--- config.mk ---
export PLATFORM = sky130hd
export DESIGN_NAME = shared_array_double_stack_core
export DESIGN_NICKNAME = d
export VERILOG_FILES = /design/src/rtl/sda_pkg.sv /design/src/rtl/sda_front.sv /design/src/rtl/sda_queue.sv /design/src/rtl/sda_back.sv /design/src/rtl/shared_array_double_stack_core.sv
export SDC_FILE = /design/constraint.sdc
export NUM_CORES = 1
export LEC_CHECK = 0
export BUFFER_PORTS_ARGS = -buffer_cell sky130_fd_sc_hd__buf_2
export CAP_MARGIN = 20
export CORE_ASPECT_RATIO = 0.6
export CORE_MARGIN = 2
export CORE_UTILIZATION = 40
export DETAILED_ROUTE_END_ITERATION = 8
export SLEW_MARGIN = 0
export SYNTH_ARGS = -nofsm -noshare
export SYNTH_HDL_FRONTEND = slang
export SYNTH_HIERARCHICAL = 1
export SYNTH_SLANG_ARGS = --single-unit
--- constraint.sdc ---
create_clock -name aclk -period 5.96 [get_ports aclk]
set_input_delay 0.298 -clock aclk [delete_from_list [all_inputs] [get_ports aclk]]
set_output_delay 0.298 -clock aclk [all_outputs]
set_load 0.02 [all_outputs]
--- src/rtl/sda_pkg.sv ---
// Shared definitions for the two-stacks-in-one-store block.
// Holds field widths, command and status codes, and the queued request type.
// No dependencies.
package sda_pkg;

    localparam int DEPTH_DEF     = 16;
    localparam int WORD_W_DEF    = 32;

    localparam int CMD_W         = 3;
    localparam int VAL_W         = 32;
    localparam int STAT_W        = 3;
    localparam int DATA_W        = 32;
    localparam int POS_W         = 4;
    localparam int CAP_W         = 5;
    localparam int OUT_TDATA_W   = 40;
    localparam int CAP_RST_DEF   = 16;

    localparam logic [CMD_W-1:0] CMD_PUSH_FRONT = 3'd0;
    localparam logic [CMD_W-1:0] CMD_PUSH_BACK  = 3'd1;
    localparam logic [CMD_W-1:0] CMD_POP_FRONT  = 3'd2;
    localparam logic [CMD_W-1:0] CMD_POP_BACK   = 3'd3;
    localparam logic [CMD_W-1:0] CMD_SEARCH     = 3'd4;

    localparam logic [STAT_W-1:0] STAT_OK        = 3'd0;
    localparam logic [STAT_W-1:0] STAT_OVERFLOW  = 3'd1;
    localparam logic [STAT_W-1:0] STAT_UNDERFLOW = 3'd2;
    localparam logic [STAT_W-1:0] STAT_MATCH     = 3'd3;
    localparam logic [STAT_W-1:0] STAT_DONE      = 3'd4;

    typedef struct packed {
        logic [CMD_W-1:0] cmd;
        logic [VAL_W-1:0] value;
    } sda_req_t;

    typedef struct packed {
        logic valid;
        logic full;
    } sda_qstat_t;

endpackage

--- src/rtl/sda_front.sv ---
// Front end: accepts input requests and classifies commands.
// Drops unknown commands and forwards valid ones to the request queue.
// Depends on sda_pkg.
module sda_front import sda_pkg::*; (
    input  logic              aresetn,
    input  logic              s_axis_tvalid,
    output logic              s_axis_tready,
    input  logic [VAL_W-1:0]  s_axis_tdata,   // value[31:0]
    input  logic [CMD_W-1:0]  s_axis_tuser,   // command[2:0]
    input  logic              q_full,
    output logic              q_push,
    output sda_req_t          q_req
);

    logic known;

    always_comb begin
        case (s_axis_tuser)
            CMD_PUSH_FRONT, CMD_PUSH_BACK, CMD_POP_FRONT, CMD_POP_BACK, CMD_SEARCH: begin
                known = 1'b1;
            end
            default: begin
                known = 1'b0;
            end
        endcase
    end

    assign s_axis_tready = ~q_full & aresetn;
    assign q_push        = s_axis_tvalid & s_axis_tready & known;
    assign q_req.cmd     = s_axis_tuser;
    assign q_req.value   = s_axis_tdata;

endmodule

--- src/rtl/sda_queue.sv ---
// Two-entry request queue between the front end and the execution unit.
// Lets either side stall on its own.
// Depends on sda_pkg.
module sda_queue import sda_pkg::*; (
    input  logic       aclk,
    input  logic       aresetn,
    input  logic       push,
    input  sda_req_t   push_req,
    input  logic       pop,
    output sda_req_t   pop_req,
    output sda_qstat_t stat
);

    sda_req_t   slot_reg [2];
    logic       wr_ptr_reg, wr_ptr_next;
    logic       rd_ptr_reg, rd_ptr_next;
    logic [1:0] count_reg, count_next;
    logic       do_push, do_pop;

    assign stat.valid = (count_reg != 2'd0);
    assign stat.full  = (count_reg == 2'd2);
    assign do_push    = push & ~stat.full;
    assign do_pop     = pop & stat.valid;
    assign pop_req    = slot_reg[rd_ptr_reg];

    always_comb begin
        wr_ptr_next = wr_ptr_reg ^ do_push;
        rd_ptr_next = rd_ptr_reg ^ do_pop;
        count_next  = count_reg + {1'b0, do_push} - {1'b0, do_pop};
    end

    always_ff @(posedge aclk) begin
        if (!aresetn) begin
            wr_ptr_reg <= 1'b0;
            rd_ptr_reg <= 1'b0;
            count_reg  <= 2'd0;
        end else begin
            wr_ptr_reg <= wr_ptr_next;
            rd_ptr_reg <= rd_ptr_next;
            count_reg  <= count_next;
        end
    end

    always_ff @(posedge aclk) begin
        if (do_push) begin
            slot_reg[wr_ptr_reg] <= push_req;
        end
    end

endmodule

--- src/rtl/sda_back.sv ---
// Execution unit: entry store, stack counts, capacity register, search walk
// and the output register. Depends on sda_pkg.
module sda_back import sda_pkg::*; #(
    parameter int DEPTH      = DEPTH_DEF,
    parameter int WORD_WIDTH = WORD_W_DEF
) (
    input  logic                    aclk,
    input  logic                    aresetn,
    input  sda_qstat_t              q_stat,
    input  sda_req_t                q_req,
    output logic                    q_pop,
    input  logic                    cfg_valid,
    output logic                    cfg_ready,
    input  logic [CAP_W-1:0]        cfg_data,
    output logic                    m_axis_tvalid,
    input  logic                    m_axis_tready,
    output logic [OUT_TDATA_W-1:0]  m_axis_tdata,
    output logic [STAT_W-1:0]       m_axis_tuser,
    output logic                    m_axis_tlast
);

    localparam int IDX_W   = (DEPTH > 1) ? $clog2(DEPTH) : 1;
    localparam int CNT_W   = $clog2(DEPTH + 1);
    localparam int CAP_RST = (DEPTH < CAP_RST_DEF) ? DEPTH : CAP_RST_DEF;

    typedef enum logic [4:0] {
        S_IDLE = 5'b00001,
        S_POP  = 5'b00010,
        S_SRD  = 5'b00100,
        S_SCMP = 5'b01000,
        S_DONE = 5'b10000
    } state_t;

    state_t                 state_reg, state_next;
    logic [CNT_W-1:0]       cap_reg, cap_next;
    logic [CNT_W-1:0]       front_reg, front_next;
    logic [CNT_W-1:0]       back_reg, back_next;
    logic [CNT_W-1:0]       rem_reg, rem_next;
    logic [IDX_W-1:0]       pos_reg, pos_next;
    logic                   side_reg, side_next;
    logic [WORD_WIDTH-1:0]  key_reg, key_next;

    logic [WORD_WIDTH-1:0]  mem [DEPTH];
    logic [WORD_WIDTH-1:0]  rd_data_reg;
    logic                   wr_en, rd_en;
    logic [IDX_W-1:0]       wr_addr, rd_addr;
    logic [WORD_WIDTH-1:0]  wr_data;

    logic                   m_valid_reg, m_valid_next;
    logic [STAT_W-1:0]      m_stat_reg, m_stat_next;
    logic [DATA_W-1:0]      m_data_reg, m_data_next;
    logic [POS_W-1:0]       m_pos_reg, m_pos_next;
    logic                   m_last_reg, m_last_next;

    logic                   out_free, full, hit, emit;
    logic [CNT_W:0]         used;
    logic [CNT_W-1:0]       back_inc;
    logic [STAT_W-1:0]      e_stat;
    logic [DATA_W-1:0]      e_data;
    logic [POS_W-1:0]       e_pos;
    logic                   e_last;

    assign cfg_ready     = 1'b1;
    assign out_free      = ~m_valid_reg | m_axis_tready;
    assign used          = {1'b0, front_reg} + {1'b0, back_reg};
    assign full          = (used >= {1'b0, cap_reg});
    assign back_inc      = back_reg + CNT_W'(1);
    assign hit           = (rd_data_reg == key_reg);

    assign m_axis_tvalid = m_valid_reg;
    assign m_axis_tdata  = {{(OUT_TDATA_W - DATA_W - POS_W){1'b0}}, m_pos_reg, m_data_reg};
    assign m_axis_tuser  = m_stat_reg;
    assign m_axis_tlast  = m_last_reg;

    always_comb begin
        state_next = state_reg;
        cap_next   = cap_reg;
        front_next = front_reg;
        back_next  = back_reg;
        rem_next   = rem_reg;
        pos_next   = pos_reg;
        side_next  = side_reg;
        key_next   = key_reg;
        q_pop      = 1'b0;
        wr_en      = 1'b0;
        wr_addr    = IDX_W'(front_reg);
        wr_data    = WORD_WIDTH'(q_req.value);
        rd_en      = 1'b0;
        rd_addr    = pos_reg;
        emit       = 1'b0;
        e_stat     = STAT_OK;
        e_data     = '0;
        e_pos      = '0;
        e_last     = 1'b1;

        case (state_reg)
            S_IDLE: begin
                if (q_stat.valid && out_free) begin
                    q_pop = 1'b1;
                    case (q_req.cmd)
                        CMD_PUSH_FRONT: begin
                            emit = 1'b1;
                            if (full) begin
                                e_stat = STAT_OVERFLOW;
                            end else begin
                                wr_en      = 1'b1;
                                wr_addr    = IDX_W'(front_reg);
                                front_next = front_reg + CNT_W'(1);
                            end
                        end
                        CMD_PUSH_BACK: begin
                            emit = 1'b1;
                            if (full) begin
                                e_stat = STAT_OVERFLOW;
                            end else begin
                                wr_en     = 1'b1;
                                wr_addr   = IDX_W'(cap_reg - back_inc);
                                back_next = back_inc;
                            end
                        end
                        CMD_POP_FRONT: begin
                            if (front_reg == '0) begin
                                emit   = 1'b1;
                                e_stat = STAT_UNDERFLOW;
                            end else begin
                                rd_en      = 1'b1;
                                rd_addr    = IDX_W'(front_reg - CNT_W'(1));
                                front_next = front_reg - CNT_W'(1);
                                state_next = S_POP;
                            end
                        end
                        CMD_POP_BACK: begin
                            if (back_reg == '0) begin
                                emit   = 1'b1;
                                e_stat = STAT_UNDERFLOW;
                            end else begin
                                rd_en      = 1'b1;
                                rd_addr    = IDX_W'(cap_reg - back_reg);
                                back_next  = back_reg - CNT_W'(1);
                                state_next = S_POP;
                            end
                        end
                        CMD_SEARCH: begin
                            key_next = WORD_WIDTH'(q_req.value);
                            if (front_reg != '0) begin
                                pos_next   = '0;
                                rem_next   = front_reg;
                                side_next  = 1'b0;
                                state_next = S_SRD;
                            end else if (back_reg != '0) begin
                                pos_next   = IDX_W'(cap_reg - CNT_W'(1));
                                rem_next   = back_reg;
                                side_next  = 1'b1;
                                state_next = S_SRD;
                            end else begin
                                state_next = S_DONE;
                            end
                        end
                        default: begin
                        end
                    endcase
                end
            end
            S_POP: begin
                if (out_free) begin
                    emit       = 1'b1;
                    e_data     = DATA_W'(rd_data_reg);
                    state_next = S_IDLE;
                end
            end
            S_SRD: begin
                rd_en      = 1'b1;
                rd_addr    = pos_reg;
                state_next = S_SCMP;
            end
            S_SCMP: begin
                if (!hit || out_free) begin
                    if (hit) begin
                        emit   = 1'b1;
                        e_stat = STAT_MATCH;
                        e_data = DATA_W'(rd_data_reg);
                        e_pos  = POS_W'(pos_reg);
                        e_last = 1'b0;
                    end
                    if (rem_reg == CNT_W'(1)) begin
                        if (!side_reg && back_reg != '0) begin
                            side_next  = 1'b1;
                            pos_next   = IDX_W'(cap_reg - CNT_W'(1));
                            rem_next   = back_reg;
                            state_next = S_SRD;
                        end else begin
                            state_next = S_DONE;
                        end
                    end else begin
                        rem_next   = rem_reg - CNT_W'(1);
                        pos_next   = side_reg ? pos_reg - IDX_W'(1) : pos_reg + IDX_W'(1);
                        state_next = S_SRD;
                    end
                end
            end
            S_DONE: begin
                if (out_free) begin
                    emit       = 1'b1;
                    e_stat     = STAT_DONE;
                    state_next = S_IDLE;
                end
            end
            default: begin
                state_next = S_IDLE;
            end
        endcase

        if (cfg_valid) begin
            if (cfg_data == '0) begin
                cap_next = CNT_W'(1);
            end else if (int'(cfg_data) > DEPTH) begin
                cap_next = CNT_W'(DEPTH);
            end else begin
                cap_next = CNT_W'(cfg_data);
            end
            front_next = '0;
            back_next  = '0;
        end
    end

    always_comb begin
        m_valid_next = m_valid_reg;
        m_stat_next  = m_stat_reg;
        m_data_next  = m_data_reg;
        m_pos_next   = m_pos_reg;
        m_last_next  = m_last_reg;
        if (emit) begin
            m_valid_next = 1'b1;
            m_stat_next  = e_stat;
            m_data_next  = e_data;
            m_pos_next   = e_pos;
            m_last_next  = e_last;
        end else if (m_axis_tready) begin
            m_valid_next = 1'b0;
        end
    end

    always_ff @(posedge aclk) begin
        if (!aresetn) begin
            state_reg   <= S_IDLE;
            cap_reg     <= CNT_W'(CAP_RST);
            front_reg   <= '0;
            back_reg    <= '0;
            m_valid_reg <= 1'b0;
        end else begin
            state_reg   <= state_next;
            cap_reg     <= cap_next;
            front_reg   <= front_next;
            back_reg    <= back_next;
            m_valid_reg <= m_valid_next;
        end
    end

    always_ff @(posedge aclk) begin
        rem_reg    <= rem_next;
        pos_reg    <= pos_next;
        side_reg   <= side_next;
        key_reg    <= key_next;
        m_stat_reg <= m_stat_next;
        m_data_reg <= m_data_next;
        m_pos_reg  <= m_pos_next;
        m_last_reg <= m_last_next;
    end

    always_ff @(posedge aclk) begin
        if (wr_en) begin
            mem[wr_addr] <= wr_data;
        end
        if (rd_en) begin
            rd_data_reg <= mem[rd_addr];
        end
    end

endmodule

--- src/rtl/shared_array_double_stack_core.sv ---
// Top level of the two-stacks-in-one-store block.
// Joins front end, request queue and execution unit. Depends on sda_pkg,
// sda_front, sda_queue and sda_back.
//
//  channel   direction  handshake                     payload
//  s_axis    in         s_axis_tvalid/s_axis_tready   tuser command, tdata value
//  m_axis    out        m_axis_tvalid/m_axis_tready   tuser status, tdata data+position,
//                                                     tlast last
//  cfg       in         cfg_valid/cfg_ready           cfg_data capacity
//
// Push, failed push and failed pop: result emitted from S_IDLE in the execution unit.
// Pop: S_IDLE starts the registered read of the entry store; S_POP emits the result.
// Search: one store read (S_SRD) and one compare (S_SCMP) per live entry, then S_DONE.
// Reset (aresetn low, synchronous) empties both stacks and sets capacity to min(DEPTH, 16).
// A two-entry queue accepts input while the execution unit or output stalls, until full.
module shared_array_double_stack_core import sda_pkg::*; #(
    parameter int DEPTH      = DEPTH_DEF,
    parameter int WORD_WIDTH = WORD_W_DEF
) (
    input  logic                    aclk,
    input  logic                    aresetn,
    input  logic                    s_axis_tvalid,
    output logic                    s_axis_tready,
    input  logic [VAL_W-1:0]        s_axis_tdata,   // value[31:0]
    input  logic [CMD_W-1:0]        s_axis_tuser,   // command[2:0]
    output logic                    m_axis_tvalid,
    input  logic                    m_axis_tready,
    output logic [OUT_TDATA_W-1:0]  m_axis_tdata,   // data[31:0], position[35:32], zero pad
    output logic [STAT_W-1:0]       m_axis_tuser,   // status[2:0]
    output logic                    m_axis_tlast,
    input  logic                    cfg_valid,
    output logic                    cfg_ready,
    input  logic [CAP_W-1:0]        cfg_data
);

    sda_qstat_t q_stat;
    sda_req_t   push_req, pop_req;
    logic       q_push, q_pop;

    sda_front u_front (
        .aresetn       (aresetn),
        .s_axis_tvalid (s_axis_tvalid),
        .s_axis_tready (s_axis_tready),
        .s_axis_tdata  (s_axis_tdata),
        .s_axis_tuser  (s_axis_tuser),
        .q_full        (q_stat.full),
        .q_push        (q_push),
        .q_req         (push_req)
    );

    sda_queue u_queue (
        .aclk     (aclk),
        .aresetn  (aresetn),
        .push     (q_push),
        .push_req (push_req),
        .pop      (q_pop),
        .pop_req  (pop_req),
        .stat     (q_stat)
    );

    sda_back #(
        .DEPTH      (DEPTH),
        .WORD_WIDTH (WORD_WIDTH)
    ) u_back (
        .aclk          (aclk),
        .aresetn       (aresetn),
        .q_stat        (q_stat),
        .q_req         (pop_req),
        .q_pop         (q_pop),
        .cfg_valid     (cfg_valid),
        .cfg_ready     (cfg_ready),
        .cfg_data      (cfg_data),
        .m_axis_tvalid (m_axis_tvalid),
        .m_axis_tready (m_axis_tready),
        .m_axis_tdata  (m_axis_tdata),
        .m_axis_tuser  (m_axis_tuser),
        .m_axis_tlast  (m_axis_tlast)
    );

endmodule

### Yosys cells after proc, flatten, opt, wreduce, memory -nomap -nowiden

Memory sizes are Yosys's and may differ from the RTL's. A register that Yosys moved wholly into a read port is not among the register bits.
Index checks and enable logic that the tools add are counted.

* flip-flop bits (word level): 107
* RAM bits: 582
* input bits: 45
* output and inout bits: 47
* word-level logic and storage cells: 198
* memories kept: 2

* add/sub/neg operators: 13
* $lt $le $gt $ge: 2
* equal/unequal tests: 31
* multiplexer cells: 94
* bitwise logic cells: 11
* reduce and logical (&&, ||, !) cells: 29

Memories
* u_back.mem: words 16, bits a word 32, read ports 1, clocked after Yosys merged registers in 1, wr ports 1, line sda_back.sv:43 `logic [WORD_WIDTH-1:0] mem [DEPTH];`
* u_queue.slot_reg: words 2, bits a word 35, read ports 1, clocked after Yosys merged registers in 1, wr ports 1, line sda_queue.sv:14 `sda_req_t slot_reg [2];`

Operators with widths (count)
* 5-bit two-way mux: 22
* 32-bit two-way mux: 3
* 4-bit two-way mux: 16
* 32-bit one-hot mux with 2 select lines: 1
* 32-bit equality test: 1
* 1-bit two-way mux: 32
* 5-bit one-hot mux with 2 select lines: 3
* 5-bit one-hot mux with 4 select lines: 1
* 3-bit one-hot mux with 3 select lines: 2
* 4-bit one-hot mux with 2 select lines: 2
* 5-bit zero test: 3
* 5-bit one-hot mux with 3 select lines: 1
* 5-bit by 1-bit subtractor with 5-bit output (second input constant): 3
* 3-bit by 2-bit equality test with 1-bit output (second input constant): 4
* 6-bit AND reduction: 2
* 5-bit by 1-bit adder with 5-bit output (second input constant): 2
* 5-bit by 1-bit equality test with 1-bit output (second input constant): 2
* 2-bit by 1-bit inequality test with 1-bit output (second input constant): 5
* 2-bit inequality test (second input constant): 5
* 5-bit AND reduction: 2
* 2-bit nonzero test: 5
* 5-bit nonzero test: 2
* 3-bit two-way mux: 3
* 3-bit inequality test (second input constant): 3
* other kinds (33): 55

### Longest topological paths before layout

* word-level depth: 8
* mapped depth: 15
* gate-level depth less buffers: 11

### Cells and area by module

Netlist, hierarchy kept.

Modules (own cells, without submodules)
* sda_back: times used 1, cells each 1933, area an instance 27223.6 µm², seq. area each 19218.4 µm²
* sda_queue: times used 1, cells each 134, area an instance 2946.6 µm², seq. area each 2202.1 µm²
* sda_front: times used 1, cells each 38, area an instance 287.8 µm², seq. area each 0.0 µm²

### Least setup slack after synthesis

No wires, ideal clock.

* path kind: reg-to-reg
* from: reg u_back.back_reg[0]
* to: mem u_back/mem[11][0] in the netlist's numbering (enable)
* setup time: 421 ps
* arrival time: 3760 ps
* setup slack: 1779 ps
* cell stages (with the launch flop): 12
* clock period less this slack: 4181 ps
* path through: dfxtp_1 ha_1 fa_1 a21oi_1 nor2_1 nor2_1 xnor2_1 ha_1 a211oi_1 o2111ai_1 mux2i_1 nor2_1

* cells in the longest elaborated chain, start to end: 8
* elaborated cells on any way between the ends: 14
* those cells by class: 3 x add/sub; 1 x order compare; 10 x mux

RTL lines
* start: declaration: line sda_back.sv:37 `logic [CNT_W-1:0] back_reg, back_next;`
* start signal: assignment: line sda_back.sv:254 `back_reg <= back_next;`
* 5-bit by 5-bit adder with 6-bit output: line sda_back.sv:65 `assign used = {1'b0, front_reg} + {1'b0, back_reg};`
* 6-bit by 5-bit greater-or-equal comparator with 1-bit output: line sda_back.sv:66 `assign full = (used >= {1'b0, cap_reg});`
* 1-bit two-way mux: line sda_back.sv:103, sda_back.sv:113
* 1-bit two-way mux
* 1-bit two-way mux: line sda_back.sv:98 `if (q_stat.valid && out_free) begin`
* 1-bit two-way mux: line sda_back.sv:96 `case (state_reg)`
* 1-bit two-way mux: line sda_back.sv:271 `if (wr_en) begin`
* 1-bit two-way mux (not written as such): line sda_back.sv:272 `mem[wr_addr] <= wr_data;`
* end: declaration: line sda_back.sv:43

Several ways; a longest one is shown, not always the timed one.

==> out/qor.yml <==
clocking:
  cts-buffers-inserted: 59
  cts_hold_buf: 39
  postCtsResizedCells: 0
  clk_latency_ns: 0.65
  postCtsSetupRepairBufs: 0
  cts_root_buf: "clkbuf_16"
  htree_levels: 2
  numClockSinks: 722
  clk_pin_slew_ns: 0.07
  cts_tree: "built"
  clk_path_buf_depth: 3
timing:
  relSlewSlack_pct: 19.6
  clock_skew_ns: 0.0284
  tightest_slew_ns: 1.21
  fin_setup_tns_ns: 0
  hold_viol: 0
  setup_viol: 0
  max_freq_mhz: 213
  setup_slack_ns: 1.26
  finalMaxSlewViolations: 0
  finalCritPeriodShare_pct: 78.8
  fin_crit_ns: 4.70
  holdWs_ns: 0.0314
  grt_setup_unrepaired: "false"
yosys:
  synth_top_cells_by_count: "edfxtp_1 (696), a21oi_1 (174), nand2_1 (171), o21ai_0 (84), a211oi_1 (80)"
  avgSynthCellArea_sq_um: 14.5
  yosysTopAreaCell: "edfxtp_1"
  synth.most_common_cell: "edfxtp_1"
  netlist_area_sq_um: 30500
  ys.warnings.count: 6
  synth-seq-cells: 722
  synth_flop_cell: "edfxtp_1"
  synth-edff-count: 696
  synth.distinct_cells: 76
  synth_top_area_share_pct: 68.6
  synthesis.instances: 2105
  ys_seq_area_share_pct: 70.3
  synthArstFlopShare_pct: 0
  synth.area.top_cells: "edfxtp_1 (69%), a21oi_1 (2.9%), nand2_1 (2.1%)"
worst_hold_path:
  hp-class: "input pin to flop"
finish:
  areaGrowthSynthToFinish_pct: 12.0
  diodes: 0
  drive_above_1_share_pct: 14.9
  final-instance-count-excl-fill: 3210
  largest_register_ffs: 512
  utilization_pct: 45.2
  final_area_sq_um: 34100
  fin_nets: 2241
drt:
  dr.pass1.iters: 6
  drcViolationCount: 0
  via_count: 19100
  drt-initial-drc-count: 2349
  vias_per_cell: 5.95
  wire_per_inst_um: 26.7
  ant_nets: 0
  wirelength_mm: 85.8
floorplan:
  core_area_sq_um: 75400
  dieArea_sq_um: 78400
  ios: 92
  die_h_um: 218
  fp-row-count: 78
  die_w_um: 360
  start_util_pct: 40.4
global_route:
  grt_pass1_vias: 18100
  grt_max_degree: 161
  grt_pass1_wl_mm: 124
  antenna_found_initial: 1
  overflow: 0
  grtUsageTotal_pct: 21.5
setup_path:
  critical_path.max_fanout: 94
  endpoint_kind: "flop"
  critPathMaxStageDelay_ns: 0.79
  crit_path_end: "u_back/rd_data_reg[25]"
  reg2reg_to: "u_back/rd_data_reg[25]"
  crit_cells: 9
  slowest_stage: "buf_4"
  r2r_cells: 9
  startpoint_type: "flop"
  critPathTopFamily: "simple AND/OR/NAND/NOR gates"
  required_ns: 6.48
  arrival_ns: 5.21
  worstSetupPathType: "flop to flop"
  crit_chain: "mux2_2 > nand2b_1 > nor4_4 > nand2b_4 > nand2_8 > buf_4 > a21oi_1 > o32ai_1 > a211o_1"
  path_buf_inv: 1
  rrSetupSlack_ns: 1.26
placement:
  dp_slack_ns: 1.43
  dp.cells: 3059
  place_hpwl_mm: 48.4
  place_area_sq_um: 31800
  gp_routability_congestion: 0.923
  port_buffers: 86
flow_run:
  maxCapViolCount: 0
status:
  status: "complete, no violations"
power:
  power_density_nw_per_um2: 308
  vdd_drop_max_mv: 0.256
  total_power_mw: 10.5
  p_leak_nw: 11.4
cell type report:
| type | instances | area [sq um] |
|---|---|---|
| fill | 6549 | 41300 |
| sequential | 722 | 21400 |
| multi-input combinational | 1172 | 8100 |
| clock buffer | 73 | 1550 |
| timing repair buffer | 178 | 1360 |
| tap | 1000 | 1250 |
| clock inverter | 36 | 303 |
| inverter | 29 | 109 |
layer usage:
metal | up-vias | GRT usage, % | wire, um
met2 | 988 | 30.4 | 35700
met3 | 120 | 4.42 | 8880
met1 | 9762 | 33.8 | 39700
met4 | 0 | 4.51 | 1440
met5 | - | 0 | 0
li1 | 8226 | - | -
cell usage in the layout (no fill, tap or decap), types with 19 or more instances in the layout:
master / n
a211o_1: 34
a211oi_1: 79
a211oi_2: 20
a21oi_1: 173
a22o_1: 32
a31o_1: 19
a31oi_1: 66
and2_1: 43
and3_1: 67
buf_2: 87
buf_4: 41
clkbuf_16: 60
dfxtp_1: 25
dlygate4sd3_1: 39
edfxtp_1: 696
ha_1: 28
inv_1: 29
mux2_4: 30
nand2_1: 171
nand3_1: 19
nor2_1: 33
o21ai_0: 83
o32ai_1: 33
xnor2_1: 47
tightest hold or removal path, delay by kind of cell:
family / cells / cell delay (ns)
compound gates: 2 / 0.16
buf+inv: 1 / 0.08
simple gates: 1 / 0.11
cell families after synthesis:
| logic type | Yosys count | share of synthesized area [%] |
|---|---|---|
| flip-flops | 722 | 70.3 |
| AO/OA/AOI/OAI | 602 | 13.4 |
| AND/OR/NAND/NOR | 425 | 7.07 |
| buffers and inverters | 214 | 3.82 |
| XOR/XNOR | 56 | 1.66 |
| multiplexers | 50 | 2.20 |
| adder cells (fa/ha/maj) | 34 | 1.50 |
| other | 2 | 0.0247 |
power breakdown:
| group | internal, mW | total, mW | leakage (nW) | switching (mW) |
|---|---|---|---|---|
| clock | 2.06 | 3.88 | 0.901 | 1.82 |
| sequential | 5.71 | 5.76 | 6.48 | 0.0541 |
| combinational | 0.283 | 0.858 | 4.05 | 0.576 |
how the worst min path moves through the flow:
stage | endpoint | depth (start not counted) | startpoint | slack [ns]
3_5_place_dp | flop | 2 | u_queue/rd_ptr_reg | 0.47
6_report | u_back/cap_reg[0] | 4 | cfg_data[0] | 0.03
5_1_grt | u_back/cap_reg[3] | 4 | cfg_data[3] | 0.06
2_1_floorplan | u_queue/count_reg[0] | 1 | aresetn | 0.42
4_1_cts | u_back/cap_reg[0] | 4 | cfg_data[0] | 0.007
3_3_place_gp | flop | 2 | u_queue/rd_ptr_reg | 0.45
(Power assumes the default switching activity.)
